==> src/design/onewire_temperature_sensor_master_top_assert.svh <==
// Assertion helpers, clocked on clk_i and disabled while rst_ni is low.
`ifndef ONEWIRE_TEMPERATURE_SENSOR_MASTER_TOP_ASSERT_SVH
`define ONEWIRE_TEMPERATURE_SENSOR_MASTER_TOP_ASSERT_SVH

// Same-cycle implication.
`define OWTM_ASSERT_NOW(lbl, ante, cons, msg) \
  lbl: assert property (@(posedge clk_i) disable iff (!rst_ni) (ante) |-> (cons)) \
    else $error(msg);

// Next-cycle implication.
`define OWTM_ASSERT_NEXT(lbl, ante, cons, msg) \
  lbl: assert property (@(posedge clk_i) disable iff (!rst_ni) (ante) |=> (cons)) \
    else $error(msg);

`endif

==> src/design/owtm_pkg.sv <==
`default_nettype none
package owtm_pkg;

  localparam int unsigned TICK_W = 7;

  localparam int unsigned RESET_LOW_TICKS_DEF     = 100;
  localparam int unsigned PRESENCE_WAIT_TICKS_DEF = 12;
  localparam int unsigned RECOVERY_WAIT_TICKS_DEF = 50;
  localparam int unsigned SLOT_TICKS_DEF          = 12;

  typedef enum logic [3:0] {
    PH_IDLE,
    PH_RST_LOW,
    PH_PRESENCE,
    PH_RECOV_OK,
    PH_RECOV_FAIL,
    PH_GAP_OK,
    PH_GAP_FAIL,
    PH_WRITE,
    PH_READ
  } phase_e;

  typedef enum logic [1:0] {
    CMD_NONE    = 2'd0,
    CMD_CONVERT = 2'd1,
    CMD_READ    = 2'd2,
    CMD_WRITE   = 2'd3
  } cmd_e;

  // config register indexes
  localparam logic CFG_ALARM_WORD = 1'b0;
  localparam logic CFG_SETUP_BYTE = 1'b1;

  localparam logic [15:0] NO_READING  = 16'h7FFF;
  localparam logic [7:0]  SETUP_RESET = 8'd127;

  localparam logic [7:0] BYTE_SKIP_ROM = 8'hCC;
  localparam logic [7:0] BYTE_CONVERT  = 8'h44;
  localparam logic [7:0] BYTE_RD_SCR   = 8'hBE;
  localparam logic [7:0] BYTE_WR_SCR   = 8'h4E;

  localparam logic [2:0] NBYTES_WRITE = 3'd5;
  localparam logic [2:0] NBYTES_SHORT = 3'd2;

  typedef struct packed {
    logic        drive_low;
    logic        busy;
    logic        done;
    logic        present;
    logic [15:0] temperature;
  } res_t;

  // Byte to send at position idx of a transaction of the given kind.
  function automatic logic [7:0] byte_for(logic [1:0] kind, logic [2:0] idx,
                                          logic [15:0] alarm, logic [7:0] setup);
    logic [7:0] b;
    if (idx == 3'd0)              b = BYTE_SKIP_ROM;
    else if (kind == CMD_CONVERT) b = BYTE_CONVERT;
    else if (kind == CMD_READ)    b = BYTE_RD_SCR;
    else if (idx == 3'd1)         b = BYTE_WR_SCR;
    else if (idx == 3'd2)         b = alarm[15:8];
    else if (idx == 3'd3)         b = alarm[7:0];
    else                          b = setup;
    return b;
  endfunction

endpackage
`default_nettype wire

==> src/design/owtm_core.sv <==
`default_nettype none
module owtm_core import owtm_pkg::*; #(
  parameter int unsigned RESET_LOW_TICKS     = RESET_LOW_TICKS_DEF,
  parameter int unsigned PRESENCE_WAIT_TICKS = PRESENCE_WAIT_TICKS_DEF,
  parameter int unsigned RECOVERY_WAIT_TICKS = RECOVERY_WAIT_TICKS_DEF,
  parameter int unsigned SLOT_TICKS          = SLOT_TICKS_DEF
) (
  input  wire logic        clk_i,
  input  wire logic        rst_ni,
  input  wire logic        step_i,
  input  wire logic [1:0]  command_i,
  input  wire logic        line_level_i,
  input  wire logic [15:0] alarm_word_i,
  input  wire logic [7:0]  setup_byte_i,
  output res_t             res_o
);

  localparam logic [TICK_W-1:0] RstLow   = TICK_W'(RESET_LOW_TICKS);
  localparam logic [TICK_W-1:0] PresWait = TICK_W'(PRESENCE_WAIT_TICKS);
  localparam logic [TICK_W-1:0] RecWait  = TICK_W'(RECOVERY_WAIT_TICKS);
  localparam logic [TICK_W-1:0] Slot     = TICK_W'(SLOT_TICKS);
  localparam logic [TICK_W-1:0] SlotM1   = TICK_W'(SLOT_TICKS - 1);
  localparam logic [TICK_W-1:0] TickOne  = TICK_W'(1);

  phase_e             phase_q, phase_d;
  logic [TICK_W-1:0]  tick_q, tick_d;
  logic [2:0]         bit_q, bit_d;
  logic [2:0]         byte_q, byte_d;
  logic [1:0]         kind_q, kind_d;
  logic [7:0]         shift_q, shift_d;
  logic [15:0]        reading_q, reading_d;
  logic               present_q, present_d;
  logic [7:0]         low_q, low_d;
  logic               drive, done;

  logic [TICK_W-1:0]  tick_inc;
  logic               slot_end;
  logic [2:0]         bit_inc, byte_inc, n_bytes;
  logic [7:0]         rd_shift;

  assign tick_inc = tick_q + TickOne;
  assign slot_end = (tick_inc >= Slot);
  assign bit_inc  = bit_q + 3'd1;
  assign byte_inc = byte_q + 3'd1;
  assign n_bytes  = (kind_q == CMD_WRITE) ? NBYTES_WRITE : NBYTES_SHORT;
  // read sample lands on the second tick of the slot
  assign rd_shift = (tick_q == TickOne && line_level_i) ? (shift_q | (8'd1 << bit_q)) : shift_q;

  // next state
  always_comb begin
    phase_d   = phase_q;
    tick_d    = tick_q;
    bit_d     = bit_q;
    byte_d    = byte_q;
    kind_d    = kind_q;
    shift_d   = shift_q;
    reading_d = reading_q;
    present_d = present_q;
    low_d     = low_q;
    case (phase_q)
      PH_IDLE: begin
        if (command_i != CMD_NONE) begin
          kind_d = command_i;
          tick_d = TickOne;
          if (TickOne >= RstLow) begin
            phase_d = PH_PRESENCE;
            tick_d  = '0;
          end else begin
            phase_d = PH_RST_LOW;
          end
        end
      end
      PH_RST_LOW: begin
        tick_d = tick_inc;
        if (tick_inc >= RstLow) begin
          phase_d = PH_PRESENCE;
          tick_d  = '0;
        end
      end
      PH_PRESENCE: begin
        tick_d = tick_inc;
        if (tick_inc >= PresWait) begin
          phase_d = PH_RECOV_FAIL;
          tick_d  = '0;
        end else if (!line_level_i) begin
          phase_d = PH_RECOV_OK;
          tick_d  = '0;
        end
      end
      PH_RECOV_OK, PH_RECOV_FAIL: begin
        tick_d = tick_inc;
        if (tick_inc >= RecWait) begin
          phase_d = PH_GAP_FAIL;
          tick_d  = '0;
        end else if (line_level_i) begin
          phase_d = (phase_q == PH_RECOV_OK) ? PH_GAP_OK : PH_GAP_FAIL;
          tick_d  = '0;
        end
      end
      PH_GAP_OK: begin
        present_d = 1'b1;
        byte_d    = '0;
        bit_d     = '0;
        tick_d    = '0;
        shift_d   = byte_for(kind_q, 3'd0, alarm_word_i, setup_byte_i);
        phase_d   = PH_WRITE;
      end
      PH_GAP_FAIL: begin
        present_d = 1'b0;
        if (kind_q == CMD_READ) reading_d = NO_READING;
        phase_d = PH_IDLE;
      end
      PH_WRITE: begin
        tick_d = tick_inc;
        if (slot_end) begin
          tick_d  = '0;
          shift_d = shift_q >> 1;
          bit_d   = bit_inc;
          if (bit_inc == 3'd0) begin
            byte_d = byte_inc;
            if (byte_inc >= n_bytes) begin
              if (kind_q == CMD_READ) begin
                byte_d  = '0;
                shift_d = '0;
                phase_d = PH_READ;
              end else begin
                phase_d = PH_IDLE;
              end
            end else begin
              shift_d = byte_for(kind_q, byte_inc, alarm_word_i, setup_byte_i);
            end
          end
        end
      end
      PH_READ: begin
        shift_d = rd_shift;
        tick_d  = tick_inc;
        if (slot_end) begin
          tick_d = '0;
          bit_d  = bit_inc;
          if (bit_inc == 3'd0) begin
            if (byte_q == 3'd0) begin
              low_d   = rd_shift;
              shift_d = '0;
              byte_d  = 3'd1;
            end else begin
              reading_d = {rd_shift, low_q};
              phase_d   = PH_IDLE;
            end
          end
        end
      end
      default: phase_d = PH_IDLE;
    endcase
  end

  // tick outputs
  always_comb begin
    drive = 1'b0;
    done  = 1'b0;
    case (phase_q)
      PH_IDLE:     drive = (command_i != CMD_NONE);
      PH_RST_LOW:  drive = 1'b1;
      PH_GAP_FAIL: done  = 1'b1;
      PH_WRITE: begin
        drive = shift_q[0] ? (tick_q < TickOne) : (tick_q < SlotM1);
        done  = slot_end && (bit_inc == 3'd0) && (byte_inc >= n_bytes)
                && (kind_q != CMD_READ);
      end
      PH_READ: begin
        drive = (tick_q == '0);
        done  = slot_end && (bit_inc == 3'd0) && (byte_q != 3'd0);
      end
      default: begin
        drive = 1'b0;
        done  = 1'b0;
      end
    endcase
  end

  assign res_o.drive_low   = drive;
  assign res_o.busy        = (phase_d != PH_IDLE);
  assign res_o.done        = done;
  assign res_o.present     = present_d;
  assign res_o.temperature = reading_d;

  always_ff @(posedge clk_i or negedge rst_ni) begin
    if (!rst_ni) begin
      phase_q   <= PH_IDLE;
      tick_q    <= '0;
      bit_q     <= '0;
      byte_q    <= '0;
      kind_q    <= '0;
      shift_q   <= '0;
      reading_q <= NO_READING;
      present_q <= 1'b0;
      low_q     <= '0;
    end else if (step_i) begin
      phase_q   <= phase_d;
      tick_q    <= tick_d;
      bit_q     <= bit_d;
      byte_q    <= byte_d;
      kind_q    <= kind_d;
      shift_q   <= shift_d;
      reading_q <= reading_d;
      present_q <= present_d;
      low_q     <= low_d;
    end
  end

endmodule
`default_nettype wire

==> src/design/onewire_temperature_sensor_master_top.sv <==
// One-wire temperature sensor bus master. Each input request is one 5 us bus
// tick: the sampled line level plus an optional command (1 convert, 2 read
// temperature, 3 write alarm word and setup byte); each request yields exactly
// one result request telling whether to pull the bus low during that tick,
// plus busy, done, presence and the last temperature reading (0x7FFF when no
// device answered a read). Commands that arrive while busy are ignored. The
// block takes one tick request per clock cycle: the per-tick sequencer is a
// single pass of logic from its state registers into the result register, so
// a result appears in the cycle after its tick is accepted, and the input is
// stalled only while a result is held because the output side stalls.
// Configuration writes (index 0 alarm word, index 1 setup byte) are always
// ready and take effect for bytes not yet loaded. No clearing pass after reset.
`default_nettype none
module onewire_temperature_sensor_master_top import owtm_pkg::*; #(
  parameter int unsigned RESET_LOW_TICKS     = RESET_LOW_TICKS_DEF,
  parameter int unsigned PRESENCE_WAIT_TICKS = PRESENCE_WAIT_TICKS_DEF,
  parameter int unsigned RECOVERY_WAIT_TICKS = RECOVERY_WAIT_TICKS_DEF,
  parameter int unsigned SLOT_TICKS          = SLOT_TICKS_DEF
) (
  input  wire logic        clk_i,
  input  wire logic        rst_ni,
  // tick requests
  input  wire logic        in_valid_i,
  output      logic        in_stall_o,
  input  wire logic [1:0]  command_i,
  input  wire logic        line_level_i,
  // result requests
  output      logic        out_valid_o,
  input  wire logic        out_stall_i,
  output      logic        drive_low_o,
  output      logic        busy_res_o,
  output      logic        done_res_o,
  output      logic        device_present_o,
  output      logic [15:0] temperature_o,
  // config writes
  input  wire logic        cfg_valid_i,
  output      logic        cfg_ready_o,
  input  wire logic        cfg_index_i,
  input  wire logic [15:0] cfg_data_i
);

`include "onewire_temperature_sensor_master_top_assert.svh"

  logic        accept;
  logic        out_valid_q, out_valid_d;
  res_t        res, res_q;
  logic [15:0] alarm_word_q;
  logic [7:0]  setup_byte_q;

  // stall only when a finished result is still waiting
  assign in_stall_o  = out_valid_q & out_stall_i;
  assign accept      = in_valid_i & ~in_stall_o;
  assign cfg_ready_o = 1'b1;

  owtm_core #(
    .RESET_LOW_TICKS     (RESET_LOW_TICKS),
    .PRESENCE_WAIT_TICKS (PRESENCE_WAIT_TICKS),
    .RECOVERY_WAIT_TICKS (RECOVERY_WAIT_TICKS),
    .SLOT_TICKS          (SLOT_TICKS)
  ) u_core (
    .clk_i        (clk_i),
    .rst_ni       (rst_ni),
    .step_i       (accept),
    .command_i    (command_i),
    .line_level_i (line_level_i),
    .alarm_word_i (alarm_word_q),
    .setup_byte_i (setup_byte_q),
    .res_o        (res)
  );

  // result register: loads on accept, empties when taken
  always_comb begin
    out_valid_d = out_valid_q;
    if (accept)            out_valid_d = 1'b1;
    else if (!out_stall_i) out_valid_d = 1'b0;
  end

  always_ff @(posedge clk_i or negedge rst_ni) begin
    if (!rst_ni) begin
      out_valid_q <= 1'b0;
    end else begin
      out_valid_q <= out_valid_d;
    end
  end

  always_ff @(posedge clk_i) begin
    if (accept) res_q <= res;
  end

  // config registers
  always_ff @(posedge clk_i or negedge rst_ni) begin
    if (!rst_ni) begin
      alarm_word_q <= '0;
      setup_byte_q <= SETUP_RESET;
    end else if (cfg_valid_i && cfg_ready_o) begin
      case (cfg_index_i)
        CFG_ALARM_WORD: alarm_word_q <= cfg_data_i;
        CFG_SETUP_BYTE: setup_byte_q <= cfg_data_i[7:0];
        default: ;
      endcase
    end
  end

  assign out_valid_o      = out_valid_q;
  assign drive_low_o      = res_q.drive_low;
  assign busy_res_o       = res_q.busy;
  assign done_res_o       = res_q.done;
  assign device_present_o = res_q.present;
  assign temperature_o    = res_q.temperature;

  `OWTM_ASSERT_NEXT(a_accept_gives_result, accept, out_valid_o, "accepted tick left no result")
  `OWTM_ASSERT_NOW(a_no_stall_when_empty, !out_valid_o, !in_stall_o, "stall with empty output")
  `OWTM_ASSERT_NOW(a_done_not_busy, out_valid_o && done_res_o, !busy_res_o, "done while busy")
  `OWTM_ASSERT_NOW(a_done_released, out_valid_o && done_res_o, !drive_low_o, "bus driven on done")

endmodule
`default_nettype wire
==> config.mk <==
export PLATFORM = sky130hd
export DESIGN_NAME = onewire_temperature_sensor_master_top
export DESIGN_NICKNAME = d
export VERILOG_FILES = /design/src/design/owtm_pkg.sv /design/src/design/owtm_core.sv /design/src/design/onewire_temperature_sensor_master_top.sv
export VERILOG_INCLUDE_DIRS = /design/src /design/src/design
export SDC_FILE = /design/constraint.sdc
export NUM_CORES = 1
export LEC_CHECK = 0
export ABC_CLOCK_PERIOD_IN_PS = 3360
export BUFFER_PORTS_ARGS = -buffer_cell sky130_fd_sc_hd__clkbuf_2
export CAP_MARGIN = 20
export CORE_MARGIN = 2
export CORE_UTILIZATION = 60
export CTS_CLUSTER_SIZE = 30
export DETAILED_ROUTE_END_ITERATION = 12
export GPL_TIMING_DRIVEN = 0
export PLACE_DENSITY = 0.88
export SLEW_MARGIN = 10
export SYNTH_ARGS = -nofsm -noshare
export SYNTH_HDL_FRONTEND = slang
export SYNTH_SLANG_ARGS = --single-unit
==> constraint.sdc <==
create_clock -name clk_i -period 3.36 [get_ports clk_i]
set_input_delay 0.672 -clock clk_i [delete_from_list [all_inputs] [get_ports clk_i]]
set_output_delay 0.672 -clock clk_i [all_outputs]
set_load 0.005 [all_outputs]
After elaboration in Yosys (flattened, before gate mapping). Cells that the tools add are included.

Bits in registers: 97. Input bits: 25. Output and inout port bits: 23. Logic and storage cells: 142.

Add/sub/neg operators: 3. Magnitude comparators: 6. Equality and inequality tests: 24. Shift operators: 1. Muxes and demuxes: 60. Bitwise logic cells: 5. Reductions and logical operators: 26.

Operators with widths (count): $mux 8 (13); $mux 16 (4); $mux 7 (8); $mux 4 (13); $pmux 7 s6 (1); $pmux 16 s2 (1); $pmux 4 s7 (1); $mux 3 (9); $pmux 8 s3 (1); $eq 4x3->1 const B (4); $ne 2x1->1 const B (8); $reduce_and 3->1 (4); $logic_not 3->1 (3); $pmux 3 s3 (1); $eq 4x2->1 const B (2); $or 8x8->8 (1); $shl 1x3->8 const A (1); $add 7x1->7 const B (1); $eq 7x1->1 const B (1); $ge 7x4->1 const B (1); $ge 7x6->1 const B (1); $ge 7x7->1 const B (1); $logic_not 7->1 (1); $lt 7x1->1 const B (1); other kinds (28) (43).

Logic depth before layout (Yosys ltp).
Depth after elaboration: 12. Mapped depth: 10. Mapped depth without buffers: 9.

By module. From an unflattened synthesis, not the netlist that was laid out.

Cell total of the unflattened synthesis: 573. Area, all modules: 5714.2 um^2.

By module, submodules not included: owtm_core (times used 1, cells each 495, area an instance 4105.2 um^2, sequential area each 1320.0 um^2); onewire_temperature_sensor_master_top (times used 1, cells each 78, area an instance 1609.0 um^2, sequential area each 1234.9 um^2).

Worst setup path after synthesis. Ideal clock, no wire load.

Kind: input to register. Start point: input port out_stall_i. End point: register u_core.tick_q[4]. Library setup time: 137 ps. Arrival: 2531 ps. Data required time: 3223 ps. Setup slack: 693 ps. Cell stages on the path: 7. Buffers on the path: 1. Path through: nand2_1 -> nand2_1 -> inv_1 -> clkbuf_1 -> nand4_1 -> o31ai_1 -> o41ai_2.

Word-level cells in the longest chain between the ends: 4.

RTL lines: from (decl) (line onewire_temperature_sensor_master_top.sv:29) `input wire logic out_stall_i,`; $and 1x1->1 (line onewire_temperature_sensor_master_top.sv:51) `assign in_stall_o = out_valid_q & out_stall_i;`; $not 1->1 (line onewire_temperature_sensor_master_top.sv:52) `assign accept = in_valid_i & ~in_stall_o;`; $and 1x1->1 (line onewire_temperature_sensor_master_top.sv:52); net accept (line onewire_temperature_sensor_master_top.sv:44) `logic accept;`; $reduce_and 3->1 (no source line); to (signal assigned) (line owtm_core.sv:200) `tick_q <= tick_d;`; to (decl) (line owtm_core.sv:26) `logic [TICK_W-1:0] tick_q, tick_d;`.

The timed path passes the listed nets, and every way through them passes these cells. A chain may end at the register's enable or synchronous reset.

==> flow_metrics.tcl <==
set metrics [dict create \
    hpwlAfterDp_mm 9.83 \
    drtIter0Drc 474 \
    slew_headroom_pct 44.3 \
    fin_nets 677 \
    die_w_um 101 \
    max_slew.worst_pin.slew_ns 0.832 \
    synth-seq-cells 97 \
    postRouteAntennaNets 0 \
    worstPathRequired_ns 3.48 \
    top_layer "met4" \
    pin_count 48 \
    postCtsHoldBufs 0 \
    pwr_density_cell_nw_per_um2 734 \
    ys_seq_area_share_pct 45.3 \
    fmax_ghz 0.352 \
    slew_violations 0 \
    synth_flop_cell "dfrtp_1" \
    cts_max_level 3 \
    period_needed_ns 2.84 \
    grt_pass1_vias 4590 \
    num_antenna_cells 0 \
    maxCapViolCount 0 \
    p_leak_nw 2.61 \
    synth_nets 619 \
    nFillCells 697 \
    fin_skew_ns 0.0118 \
    portBuffers 46 \
    hold_ws_ns 0.203 \
    hold_viol 0 \
    post_cts_resized 0 \
    setup_viol 0 \
    netlist_instances 578 \
    syn2layout_area_growth_pct 10.7 \
    insertion_delay_ns 0.39 \
    hold_path.class "in2async" \
    synthesis.area_um2 5640 \
    max-vdd-ir-drop_mv 0.363 \
    rows 35 \
    globalplace.congestion 0.936 \
    fin_crit_sh_pct 84.7 \
    grt_max_degree 58 \
    via_per_inst 6.46 \
    cp.arrival_ns 2.96 \
    dr_wl_met3_mm 1.01 \
    crit_type "reg2reg" \
    clock_path_buffers 2 \
    worst_slack_ns 0.515 \
    async_reset_ff_share_pct 79.4 \
    fin_setup_tns_ns 0 \
    dieArea_um2 10200 \
    drc_errors 0 \
    fp.dieH_um 101 \
    initial_core_util_pct 61.4 \
    postCtsSetupBuffers 0 \
    post-place-ws_ns 0.542 \
    path_max_fanout 10 \
    cts_tree "yes" \
    vias 4859 \
    placed_cell_area_um2 6040 \
    critPathCaptureType "flip-flop" \
    status "complete, no violations" \
    rsz0062_at_grt "no" \
    m1WireLength_mm 5.67 \
    grt_pass1_wl_mm 22.4 \
    track_usage_pct 27.9 \
    drive_above_1_share_pct 24.2 \
    core_um2 9200 \
    wire_per_inst_um 18.0 \
    r2r_cells 9 \
    cts-root-buf "clkbuf_8" \
    grt_overflow 0 \
    syn_area_per_cell_um2 9.76 \
    fin_area_um2 6250 \
    final_core_util_pct 68.0 \
    cts.sinks 97 \
    first_pass_iters 5 \
    yosysWarnings 0 \
    cts_buffers 9 \
    yosysUniqueCellTypes 79 \
    synth_edf_count 20 \
    cp-start-kind "flip-flop" \
    antenna_found_initial 0 \
    route.met2.wl_mm 6.46 \
    clk_pin_slew_ns 0.11 \
    wl_mm 13.5 \
]
## where the power goes
part	switching, mW	internal [mW]
sequential	0.245	1.64
combinational	1.16	0.750
clock	0.493	0.301
total	1.90	2.69
## worst paths after layout
path,from,endpoint,slack [ns]
min,rst_ni,out_valid_o,0.20
min in group clk_i,in_valid_i,out_valid_o,0.49
max in group asynchronous,rst_ni,u_core.reading_q[6],2.52
max reg2reg,u_core.tick_q[0],busy_res_o,0.52
max,u_core.tick_q[0],busy_res_o,0.52
min reg2reg,u_core.reading_q[11],u_core.reading_q[11],0.51
## per-layer routing
metal | vias up | GRT usage [%]
li1 | 2231 | -
met1 | 2328 | 36.6
met2 | 260 | 45.3
met3 | 40 | 5.48
met4 | 0 | 12.2
met5 | - | 0
## logic make-up (layout without fill, tap and decap cells)
logic type,after synthesis,in the layout,share of synthesized area (%)
other,1,1,0.0664
buffers and inverters,52,115,4.15
multiplexers,30,30,5.90
adder cells (fa/ha/maj),16,16,3.55
flip-flops,97,97,45.3
AO/OA/AOI/OAI,178,178,23.0
AND/OR/NAND/NOR,200,200,17.4
XOR/XNOR,4,4,0.621
## synthesized netlist by cell type (5+ instances only)
library cell  number  area (um2)
o21a_1             6        45.0
buf_4              5        37.5
o22ai_1            8        50.1
nand2_1           66         248
ha_1              16         200
a2bb2oi_1          8        70.1
nor2b_1           14        87.6
nand3_1           17        85.1
nor2_1            52         195
inv_1             17        63.8
dfstp_2           22         578
a31oi_1           12        75.1
a211o_1            5        43.8
o22a_1            10        87.6
nor3_1             8        40.0
buf_2             10        50.1
and3_1             7        43.8
dfrtp_1           55        1380
a21oi_1           31         155
a21oi_2            8        70.1
o21ai_1            5        25.0
mux2_2            25         282
clkbuf_1          18        67.6
o21ai_0           29         145
o211ai_1          12        90.1
nand2b_1           5        31.3
edfxtp_1          20         601
## final cells by class
| type | count | area (um2) | area share [%] |
|---|---|---|---|
| clock inverter | 7 | 81.3 | 1.30 |
| tap | 111 | 139 | 2.22 |
| inverter | 17 | 63.8 | 1.02 |
| sequential | 97 | 2550 | 40.9 |
| timing repair buffer | 47 | 260 | 4.16 |
| multi-input combinational | 429 | 2860 | 45.7 |
| buffer | 35 | 171 | 2.74 |
| clock buffer | 9 | 124 | 1.98 |
## worst max-delay path: stages (launching register included)
cell	delay, ns
dfrtp_1	0.41
ha_1	0.30
buf_2	0.26
nand3_1	0.21
nor4_1	0.23
a21oi_1	0.11
a21oi_1	0.36
a21boi_0	0.16
a211oi_1	0.36
nand4_1	0.18
## cells in the final DEF, fill, tap and decap left out, drive strengths merged, types with 4 or more instances in the layout
| cell type | n |
|---|---|
| a211o | 5 |
| a211oi | 5 |
| a21boi | 5 |
| a21oi | 40 |
| a2bb2oi | 8 |
| a31oi | 12 |
| and2 | 4 |
| and3 | 7 |
| buf | 18 |
| clkbuf | 73 |
| dfrtp | 55 |
| dfstp | 22 |
| edfxtp | 20 |
| ha | 16 |
| inv | 21 |
| mux2 | 26 |
| mux2i | 4 |
| nand2 | 67 |
| nand2b | 5 |
| nand3 | 18 |
| nand4 | 5 |
| nor2 | 54 |
| nor2b | 14 |
| nor3 | 8 |
| nor4 | 4 |
| o211ai | 12 |
| o21a | 6 |
| o21ai | 35 |
| o22a | 10 |
| o22ai | 8 |
## metrics by stage
stage | power, mW | instances
floorplan | 3.20 | 578
global placement | 3.63 | 735
detailed placement | 3.73 | 736
CTS | 4.54 | 752
global route | 4.87 | 752
finish | 4.58 | 752
## flip-flops by register name, indices dropped and copies added (netlist names), 2 cells and up
signal / cells
u_core.kind_q: 2
u_core.reading_q: 16
u_core.byte_q: 3
temperature_o: 16
u_core.shift_q: 8
u_core.tick_q: 7
u_core.bit_q: 3
u_core.phase_q: 4
u_core.low_q: 8
alarm_word_q: 16
setup_byte_q: 8
(Power assumes the default switching activity.)
